$ cat src/hw/rtl/tccc_pkg.sv
package tccc_pkg;

	localparam int unsigned GLYPH_WIDTH  = 8;
	localparam int unsigned GLYPH_HEIGHT = 16;
	localparam int unsigned LINE_STEP    = 16;

	localparam int unsigned COORD_W = 12;
	// room for a coordinate plus a glyph step without overflow
	localparam int unsigned WIDE_W  = COORD_W + 2;

	localparam logic [COORD_W-1:0] SCREEN_WIDTH_RESET  = 12'd640;
	localparam logic [COORD_W-1:0] SCREEN_HEIGHT_RESET = 12'd480;

	// configuration register indexes
	localparam logic REG_SCREEN_WIDTH  = 1'b0;
	localparam logic REG_SCREEN_HEIGHT = 1'b1;

	// request opcodes
	localparam logic OP_PUT_CHAR = 1'b0;
	localparam logic OP_CLEAR    = 1'b1;

	// renderer commands
	localparam logic [1:0] CMD_DRAW   = 2'd0;
	localparam logic [1:0] CMD_SCROLL = 2'd1;
	localparam logic [1:0] CMD_CLEAR  = 2'd2;

	localparam logic [7:0] CHAR_NEWLINE   = 8'd10;
	localparam logic [7:0] CHAR_CR        = 8'd13;
	localparam logic [7:0] CHAR_BACKSPACE = 8'd8;
	localparam logic [7:0] CHAR_DEL       = 8'd127;
	localparam logic [7:0] CHAR_SPACE     = 8'd32;

	typedef struct packed {
		logic       opcode;
		logic [7:0] char_code;
	} req_item_t;

	typedef struct packed {
		logic [1:0]         command;
		logic [7:0]         glyph_code;
		logic [COORD_W-1:0] pixel_x;
		logic [COORD_W-1:0] pixel_y;
		logic               last;
	} cmd_item_t;

	// commands produced by one request: count and up to two items, in order
	typedef struct packed {
		logic [1:0] count;
		cmd_item_t  first;
		cmd_item_t  second;
	} step_t;

endpackage

$ cat src/hw/rtl/tccc_cursor.sv
module tccc_cursor (
	input  logic                            clk,
	input  logic                            arst_n,
	input  tccc_pkg::req_item_t             req_s1,
	input  logic                            advance,
	input  logic [tccc_pkg::COORD_W-1:0]    screen_width,
	input  logic [tccc_pkg::COORD_W-1:0]    screen_height,
	output tccc_pkg::step_t                 step
);

	localparam int unsigned CW = tccc_pkg::COORD_W;
	localparam int unsigned WW = tccc_pkg::WIDE_W;

	localparam logic [WW-1:0] GW_W = WW'(tccc_pkg::GLYPH_WIDTH);
	localparam logic [WW-1:0] GH_W = WW'(tccc_pkg::GLYPH_HEIGHT);
	localparam logic [WW-1:0] LS_W = WW'(tccc_pkg::LINE_STEP);
	localparam logic [CW-1:0] GW_C = CW'(tccc_pkg::GLYPH_WIDTH);
	localparam logic [CW-1:0] LS_C = CW'(tccc_pkg::LINE_STEP);

	logic [CW-1:0] col_q, row_q;
	logic [CW-1:0] col_next, row_next;

	logic [WW-1:0] col_w, row_w, width_w, height_w;
	logic [CW-1:0] bottom_row, right_col;
	logic          wrap;
	logic [WW-1:0] row_wrap;
	logic [WW-1:0] row_after_nl;
	logic          scroll_nl, scroll_pr;
	logic [CW-1:0] col_pr;
	logic [WW-1:0] row_pr;

	tccc_pkg::cmd_item_t draw_item, scroll_item;

	assign col_w    = WW'(col_q);
	assign row_w    = WW'(row_q);
	assign width_w  = WW'(screen_width);
	assign height_w = WW'(screen_height);

	// saturate the last line and last cell positions at zero on tiny screens
	assign bottom_row = (screen_height >= LS_C) ? screen_height - LS_C : '0;
	assign right_col  = (screen_width >= GW_C) ? screen_width - GW_C : '0;

	assign row_after_nl = row_w + LS_W;
	assign scroll_nl    = (row_after_nl + GH_W) > height_w;

	assign wrap     = (col_w + GW_W) > width_w;
	assign col_pr   = wrap ? '0 : col_q;
	assign row_wrap = wrap ? row_w + LS_W : row_w;
	assign scroll_pr = (row_wrap + GH_W) > height_w;
	assign row_pr   = scroll_pr ? WW'(bottom_row) : row_wrap;

	always_comb begin
		scroll_item            = '0;
		scroll_item.command    = tccc_pkg::CMD_SCROLL;
		scroll_item.last       = 1'b1;
		draw_item              = '0;
		draw_item.command      = tccc_pkg::CMD_DRAW;
		draw_item.last         = 1'b1;
		step                   = '0;
		col_next               = col_q;
		row_next               = row_q;
		if (req_s1.opcode == tccc_pkg::OP_CLEAR) begin
			step.count          = 2'd1;
			step.first          = '0;
			step.first.command  = tccc_pkg::CMD_CLEAR;
			step.first.last     = 1'b1;
			col_next            = '0;
			row_next            = '0;
		end else if (req_s1.char_code == tccc_pkg::CHAR_NEWLINE) begin
			col_next = '0;
			if (scroll_nl) begin
				step.count = 2'd1;
				step.first = scroll_item;
				row_next   = bottom_row;
			end else begin
				row_next = row_after_nl[CW-1:0];
			end
		end else if (req_s1.char_code == tccc_pkg::CHAR_CR) begin
			col_next = '0;
		end else if (req_s1.char_code == tccc_pkg::CHAR_BACKSPACE ||
				req_s1.char_code == tccc_pkg::CHAR_DEL) begin
			draw_item.glyph_code = tccc_pkg::CHAR_SPACE;
			if (col_q >= GW_C) begin
				col_next           = col_q - GW_C;
				draw_item.pixel_x  = col_q - GW_C;
				draw_item.pixel_y  = row_q;
				step.count         = 2'd1;
				step.first         = draw_item;
			end else if (row_q >= LS_C) begin
				col_next           = right_col;
				row_next           = row_q - LS_C;
				draw_item.pixel_x  = right_col;
				draw_item.pixel_y  = row_q - LS_C;
				step.count         = 2'd1;
				step.first         = draw_item;
			end
		end else if (req_s1.char_code >= tccc_pkg::CHAR_SPACE) begin
			draw_item.glyph_code = req_s1.char_code;
			draw_item.pixel_x    = col_pr;
			draw_item.pixel_y    = row_pr[CW-1:0];
			col_next             = col_pr + GW_C;
			row_next             = row_pr[CW-1:0];
			if (scroll_pr) begin
				scroll_item.last = 1'b0;
				step.count       = 2'd2;
				step.first       = scroll_item;
				step.second      = draw_item;
			end else begin
				step.count = 2'd1;
				step.first = draw_item;
			end
		end
	end

	always_ff @(posedge clk or negedge arst_n) begin
		if (!arst_n) begin
			col_q <= '0;
			row_q <= '0;
		end else if (advance) begin
			col_q <= col_next;
			row_q <= row_next;
		end
	end

endmodule

$ cat src/hw/rtl/tccc_cmd_queue.sv
module tccc_cmd_queue (
	input  logic                 clk,
	input  logic                 arst_n,
	input  tccc_pkg::step_t      step,
	input  logic                 push,
	output logic                 room,
	output logic                 cmd_valid,
	input  logic                 cmd_ready,
	output tccc_pkg::cmd_item_t  cmd_item
);

	tccc_pkg::cmd_item_t slot_q [2];
	tccc_pkg::cmd_item_t slot_next [2];
	logic [1:0] count_q, count_next, after_pop;
	logic       pop;

	assign pop       = cmd_valid && cmd_ready;
	assign cmd_valid = count_q != 2'd0;
	assign cmd_item  = slot_q[0];
	// free slots come from the registered count only
	assign room      = step.count <= (2'd2 - count_q);

	always_comb begin
		slot_next[0] = slot_q[0];
		slot_next[1] = slot_q[1];
		after_pop    = count_q;
		if (pop) begin
			slot_next[0] = slot_q[1];
			after_pop    = count_q - 2'd1;
		end
		count_next = after_pop;
		if (push) begin
			count_next = after_pop + step.count;
			if (step.count != 2'd0) begin
				slot_next[after_pop[0]] = step.first;
			end
			if (step.count == 2'd2) begin
				slot_next[1] = step.second;
			end
		end
	end

	always_ff @(posedge clk or negedge arst_n) begin
		if (!arst_n) begin
			count_q <= '0;
		end else begin
			count_q <= count_next;
		end
	end

	always_ff @(posedge clk) begin
		slot_q[0] <= slot_next[0];
		slot_q[1] <= slot_next[1];
	end

endmodule

$ cat src/hw/rtl/text_console_cursor_control_unit.sv
// Text console cursor controller.
// Request channel (req_valid/req_ready/req_item): a character byte or a
// clear request. Command channel (cmd_valid/cmd_ready/cmd_item): draw
// glyph, scroll up one text line, or clear screen, for a renderer; the
// last flag marks the final command of a request.
// Configuration: cfg_write with cfg_index and cfg_data sets screen width
// (index 0) or height (index 1) in pixels; write only while idle.
// The first command of a request passes through the input register and
// then the command queue, whose head drives the command channel.
// Throughput: a request that yields one command is taken every cycle
// while the queue has room. A printable byte that also scrolls yields
// two commands, which enter the two-slot command queue only when it is
// empty; it drains one command per cycle while cmd_ready is high.
// Reset: cursor at top left, screen 640 by 480, no commands pending.
// When the renderer stalls, up to two commands wait in the queue and one
// request waits in the input register; req_ready then drops.
module text_console_cursor_control_unit (
	input  logic                                clk,
	input  logic                                arst_n,
	input  logic                                req_valid,
	output logic                                req_ready,
	input  tccc_pkg::req_item_t                 req_item,
	output logic                                cmd_valid,
	input  logic                                cmd_ready,
	output tccc_pkg::cmd_item_t                 cmd_item,
	input  logic                                cfg_write,
	input  logic                                cfg_index,
	input  logic [tccc_pkg::COORD_W-1:0]        cfg_data
);

	logic                         valid_s1;
	tccc_pkg::req_item_t          req_s1;
	logic                         advance;
	logic                         room;
	tccc_pkg::step_t              step;
	logic [tccc_pkg::COORD_W-1:0] screen_width_q, screen_height_q;

	assign advance   = valid_s1 && room;
	assign req_ready = !valid_s1 || advance;

	always_ff @(posedge clk or negedge arst_n) begin
		if (!arst_n) begin
			valid_s1 <= 1'b0;
		end else if (req_ready) begin
			valid_s1 <= req_valid;
		end
	end

	always_ff @(posedge clk) begin
		if (req_valid && req_ready) begin
			req_s1 <= req_item;
		end
	end

	always_ff @(posedge clk or negedge arst_n) begin
		if (!arst_n) begin
			screen_width_q  <= tccc_pkg::SCREEN_WIDTH_RESET;
			screen_height_q <= tccc_pkg::SCREEN_HEIGHT_RESET;
		end else if (cfg_write) begin
			unique case (cfg_index)
				tccc_pkg::REG_SCREEN_WIDTH:  screen_width_q  <= cfg_data;
				tccc_pkg::REG_SCREEN_HEIGHT: screen_height_q <= cfg_data;
				default: ;
			endcase
		end
	end

	tccc_cursor u_cursor (
		.clk           (clk),
		.arst_n        (arst_n),
		.req_s1        (req_s1),
		.advance       (advance),
		.screen_width  (screen_width_q),
		.screen_height (screen_height_q),
		.step          (step)
	);

	tccc_cmd_queue u_queue (
		.clk       (clk),
		.arst_n    (arst_n),
		.step      (step),
		.push      (advance),
		.room      (room),
		.cmd_valid (cmd_valid),
		.cmd_ready (cmd_ready),
		.cmd_item  (cmd_item)
	);

`ifndef SYNTHESIS
	// scroll and clear carry no glyph or position
	assert property (@(posedge clk) disable iff (!arst_n)
		cmd_valid && cmd_item.command != tccc_pkg::CMD_DRAW |->
		cmd_item.glyph_code == 8'd0 && cmd_item.pixel_x == '0 &&
		cmd_item.pixel_y == '0)
		else $error("scroll or clear with non-zero payload");

	// a scroll that is not last keeps cmd_valid asserted, as its draw is queued behind it
	assert property (@(posedge clk) disable iff (!arst_n)
		cmd_valid && cmd_item.command == tccc_pkg::CMD_SCROLL && !cmd_item.last |=>
		cmd_valid)
		else $error("draw after scroll lost");

	// a clear is the only command of its request
	assert property (@(posedge clk) disable iff (!arst_n)
		cmd_valid && cmd_item.command == tccc_pkg::CMD_CLEAR |-> cmd_item.last)
		else $error("clear not marked last");

	// a held request is not overwritten
	assert property (@(posedge clk) disable iff (!arst_n)
		valid_s1 && !advance |=> valid_s1 && $stable(req_s1))
		else $error("stalled request lost");
`endif

endmodule
$ cat config.mk
export PLATFORM = sky130hd
export DESIGN_NAME = text_console_cursor_control_unit
export DESIGN_NICKNAME = d
export VERILOG_FILES = /design/src/hw/rtl/tccc_pkg.sv /design/src/hw/rtl/tccc_cursor.sv /design/src/hw/rtl/tccc_cmd_queue.sv /design/src/hw/rtl/text_console_cursor_control_unit.sv
export SDC_FILE = /design/constraint.sdc
export NUM_CORES = 1
export LEC_CHECK = 0
export ABC_AREA = 1
export BUFFER_PORTS_ARGS = -buffer_cell sky130_fd_sc_hd__buf_2
export CORE_MARGIN = 2
export CORE_UTILIZATION = 65
export CTS_BUF_LIST = sky130_fd_sc_hd__clkbuf_16
export DETAILED_ROUTE_END_ITERATION = 10
export GPL_ROUTABILITY_DRIVEN = 0
export GPL_TIMING_DRIVEN = 0
export PLACE_DENSITY = 0.85
export RECOVER_POWER = 100
export SYNTH_ARGS = -nofsm -noshare
export SYNTH_HDL_FRONTEND = slang
export SYNTH_HIERARCHICAL = 1
export SYNTH_SLANG_ARGS = --single-unit
$ cat constraint.sdc
create_clock -name clk -period 15 [get_ports clk]
set_input_delay 1.5 -clock clk [delete_from_list [all_inputs] [get_ports clk]]
set_output_delay 1.5 -clock clk [all_outputs]
set_load 0.03 [all_outputs]
==> reports/qor.csv <==
stage,metric,value,unit
yosys,syn_area_per_cell,7.08,sq um
detailed_routing,1st-pass router iterations,9,
timing,final slew viol count,52,
worst_setup_path,crit end category,flop,
detailed_routing,detailed-route via count,10500,
detailed_routing,final WL,29800,um
yosys,distinct cell type count after synthesis,57,
pwr,Reg power frac,0.258,
grt,vias in the first global route,9669,
layout,Area Growth Syn to Fin,9.62,%
detailed_routing,drt wl/cell,17.4,um
placement,port buffer count,62,
floorplan,row count,45,
clocking,CTS Sinks,130,
timing,worst slew pin tran,3.01,ns
grt,GRT Residual Overflow,0,
floorplan,initial core utilization,0.665,
grt,first-pass GRT wire length,47200,um
clocking,cts repair resizes,0,
worst_setup_path,CP max-delay cell,a21oi_1,
worst_setup_path,"critical path fanouts, max",25,
timing,Slew HR,-1.01,
placement,post-DP HPWL,21900,um
floorplan,Die Y-Extent,129,um
worst_setup_path,FF-to-FF path depth,47,
clocking,H-tree levels,4,
pwr,Sw Pwr,1.32,mW
detailed_routing,number of remaining DRC errors,0,
yosys,"EDFF count, synth",44,
clocking,clk root buf,clkbuf_16,
pwr,leakage power,5.30,nW
detailed_routing,vias per inst,6.13,
pwr,Tot Pwr,2.60,mW
pwr,Int Pwr,1.28,mW
yosys,register area share after synthesis,0.327,
layout,layout cells sized above 1,0.120,
worst_hold_path,Hold Startpoint,screen_height_q[5],
pwr,sw frac,0.507,
timing,Worst Skew,0.00902,ns
clocking,Skew-Pair Late Insertion Delay,0.43,ns
yosys,register bit count reported by yosys,130,
yosys,post-synthesis cell area,10100,sq um
worst_setup_path,Critical Path Source Type,flop,
worst_hold_path,Hold Path Class,flop to flop,
timing,RSZ-0062 raised after global routing,false,
timing,final worst-path cycle share,0.751,
grt,All-Layer GR Usage,0.361,
timing,Final min period,11.26,ns
clocking,CTS Hold Bufs,0,
floorplan,DIE AREA,16600,sq um
worst_setup_path,FF-to-FF End,u_queue/slot_q[0][28],
pwr,PD cells,234,nW/um^2
yosys,ys flop type,dfrtp_1,
worst_setup_path,WP data arrival,11.56,ns
clocking,Worst-path clk slew,0.06,ns
timing,setup TNS,0,ns
floorplan,core area,15200,sq um
worst_setup_path,Required @ worst endpoint,15.30,ns
clocking,TritonCTS clock tree,done,
yosys,Synth Instances,1428,
worst_setup_path,critical path class,flop to flop,
worst_setup_path,reg2reg start,u_cursor/col_q[3],
worst_setup_path,critical path's most frequent cell,nand2_1,
outcome,failing checks,"max-capacitance violations, max-slew violations",
layout,Diodes inserted,0,
yosys,Async SR Flop Fraction,0.392,
worst_setup_path,"slowest stage delay, CP",1.07,ns
floorplan,io pins,64,
clocking,Num CTS Buffers,17,
clocking,Clock Path Buffers,2,
grt,initial antenna violation count,0,
outcome,status,"finished, violations left",
timing,final setup fails,0,
detailed_routing,Iteration-0 DRC Markers,1527,
pwr,VDD IR max,133,uV
run,max-cap violations,1,
grt,largest net degree at the start of global routing,52,
pwr,power share of the combinational group,0.589,
timing,final hold violation count,0,
layout,fin nets,1584,
detailed_routing,Routed Antenna Nets,0,
worst_hold_path,Worst Hold Depth,2,
worst_hold_path,worst hold endpoint,screen_height_q[5],
clocking,Post-CTS Setup Repair Bufs,0,
yosys,Yosys warning count,6,
pwr,Clock power frac,0.153,
floorplan,die width,129,um
timing,Max Freq,0.0888,GHz
worst_setup_path,r2r setup slk,3.74,ns
flip-flops by register name, indices dropped and copies added (netlist names):
signal,count
screen_height_q,12
u_queue/slot_q,70
u_cursor/col_q,12
valid_s1,1
screen_width_q,12
u_cursor/row_q,12
u_queue/count_q,2
req_s1,9
cell families after synthesis:
group	count (synthesis)	synth area share
simple gates	709	0.322
buf+inv	274	0.128
compound gates	230	0.133
flops	130	0.327
fa+ha+maj	46	0.0569
xor+xnor	38	0.0329
other cells	1	0.000371
worst max-delay path, delay by kind of cell (launching register included):
family | cells | cell delay [ns]
AO/OA/AOI/OAI | 7 | 2.46
XOR/XNOR | 1 | 0.10
adder cells (fa/ha/maj) | 4 | 0.91
buffers and inverters | 13 | 3.61
flip-flops | 1 | 0.41
AND/OR/NAND/NOR | 22 | 3.63
cells in the mapped netlist, drive strengths merged, types with 33 or more instances:
| library cell | count | area (sq um) |
|---|---|---|
| nand2 | 307 | 1220 |
| nand3 | 169 | 873 |
| inv | 157 | 592 |
| nor2 | 148 | 583 |
| buf | 91 | 609 |
| o21ai | 86 | 438 |
| a21oi | 69 | 364 |
| nor3 | 50 | 305 |
| ha | 46 | 576 |
| dfrtp | 45 | 1130 |
| edfxtp | 44 | 1320 |
| a31oi | 40 | 250 |
| dfxtp | 35 | 701 |
| xor2 | 33 | 289 |
layout make-up:
type	count	area (sq um)
Buffer	116	657
Inverter	158	596
Timing Repair Buffer	63	283
Clock inverter	15	134
Sequential cell	130	3310
Tap cell	188	235
Clock buffer	17	425
Multi-Input combinational cell	1025	5450
Fill cell	1247	4120
worst max path at each step:
stage | to | startpoint | slack [ns]
2_1_floorplan | u_queue/slot_q[0][20] | u_cursor/col_q[3] | 7.91
3_3_place_gp | u_queue/slot_q[0][18] | u_cursor/col_q[3] | 5.88
3_5_place_dp | req_ready | u_cursor/col_q[3] | 6.78
4_1_cts | req_ready | u_cursor/col_q[3] | 6.27
5_1_grt | u_queue/slot_q[0][28] | u_cursor/col_q[3] | 2.94
6_report | u_queue/slot_q[0][28] | u_cursor/col_q[3] | 3.74
routing by layer:
| metal | track usage | routed length (um) | vias up |
|---|---|---|---|
| li1 | - | - | 4905 |
| met1 | 0.456 | 11900 | 4702 |
| met2 | 0.585 | 13400 | 734 |
| met3 | 0.0832 | 3030 | 162 |
| met4 | 0.180 | 1460 | 0 |
| met5 | 0 | 0 | - |
metrics by stage:
step / std cells / utilization / hold WS (ns) / worst slack (ns) / cell area [sq um]
floorplan: 1429 / - / 0.442 / 7.91 / 10100
global placement: 1679 / 0.701 / 0.455 / 5.88 / 10700
detailed placement: 1680 / 0.703 / 0.454 / 6.78 / 10700
CTS: 1712 / 0.740 / 0.463 / 6.27 / 11200
global route: 1712 / 0.729 / 0.495 / 2.94 / 11100
finish: 1712 / 0.729 / 0.464 / 3.74 / 11100
power groups by stage:
stage	clock network (mW)	registers [mW]	logic, mW
6_report	0.397	0.669	1.53
3_3_place_gp	0	0.671	1.46
5_1_grt	0.416	0.683	1.67
2_1_floorplan	0	0.643	1.14
4_1_cts	0.400	0.663	1.54
3_5_place_dp	0	0.667	1.52
layout by cell type, fill, tap and decap left out, types with 11 or more instances in the layout:
cell and count:
nand2_1 293, nand3_1 166, inv_1 148, nor2_1 143
clkbuf_1 78, o21ai_0 69, a21oi_1 68, buf_2 48
ha_1 46, dfrtp_1 45, edfxtp_1 44, buf_4 43
nor3_1 40, a31oi_1 40, dfxtp_1 35, xor2_1 33
clkbuf_16 17, o21ai_1 16, nand4_1 13, nor4_1 11
No activity file was read; power rests on OpenSTA's default activity.
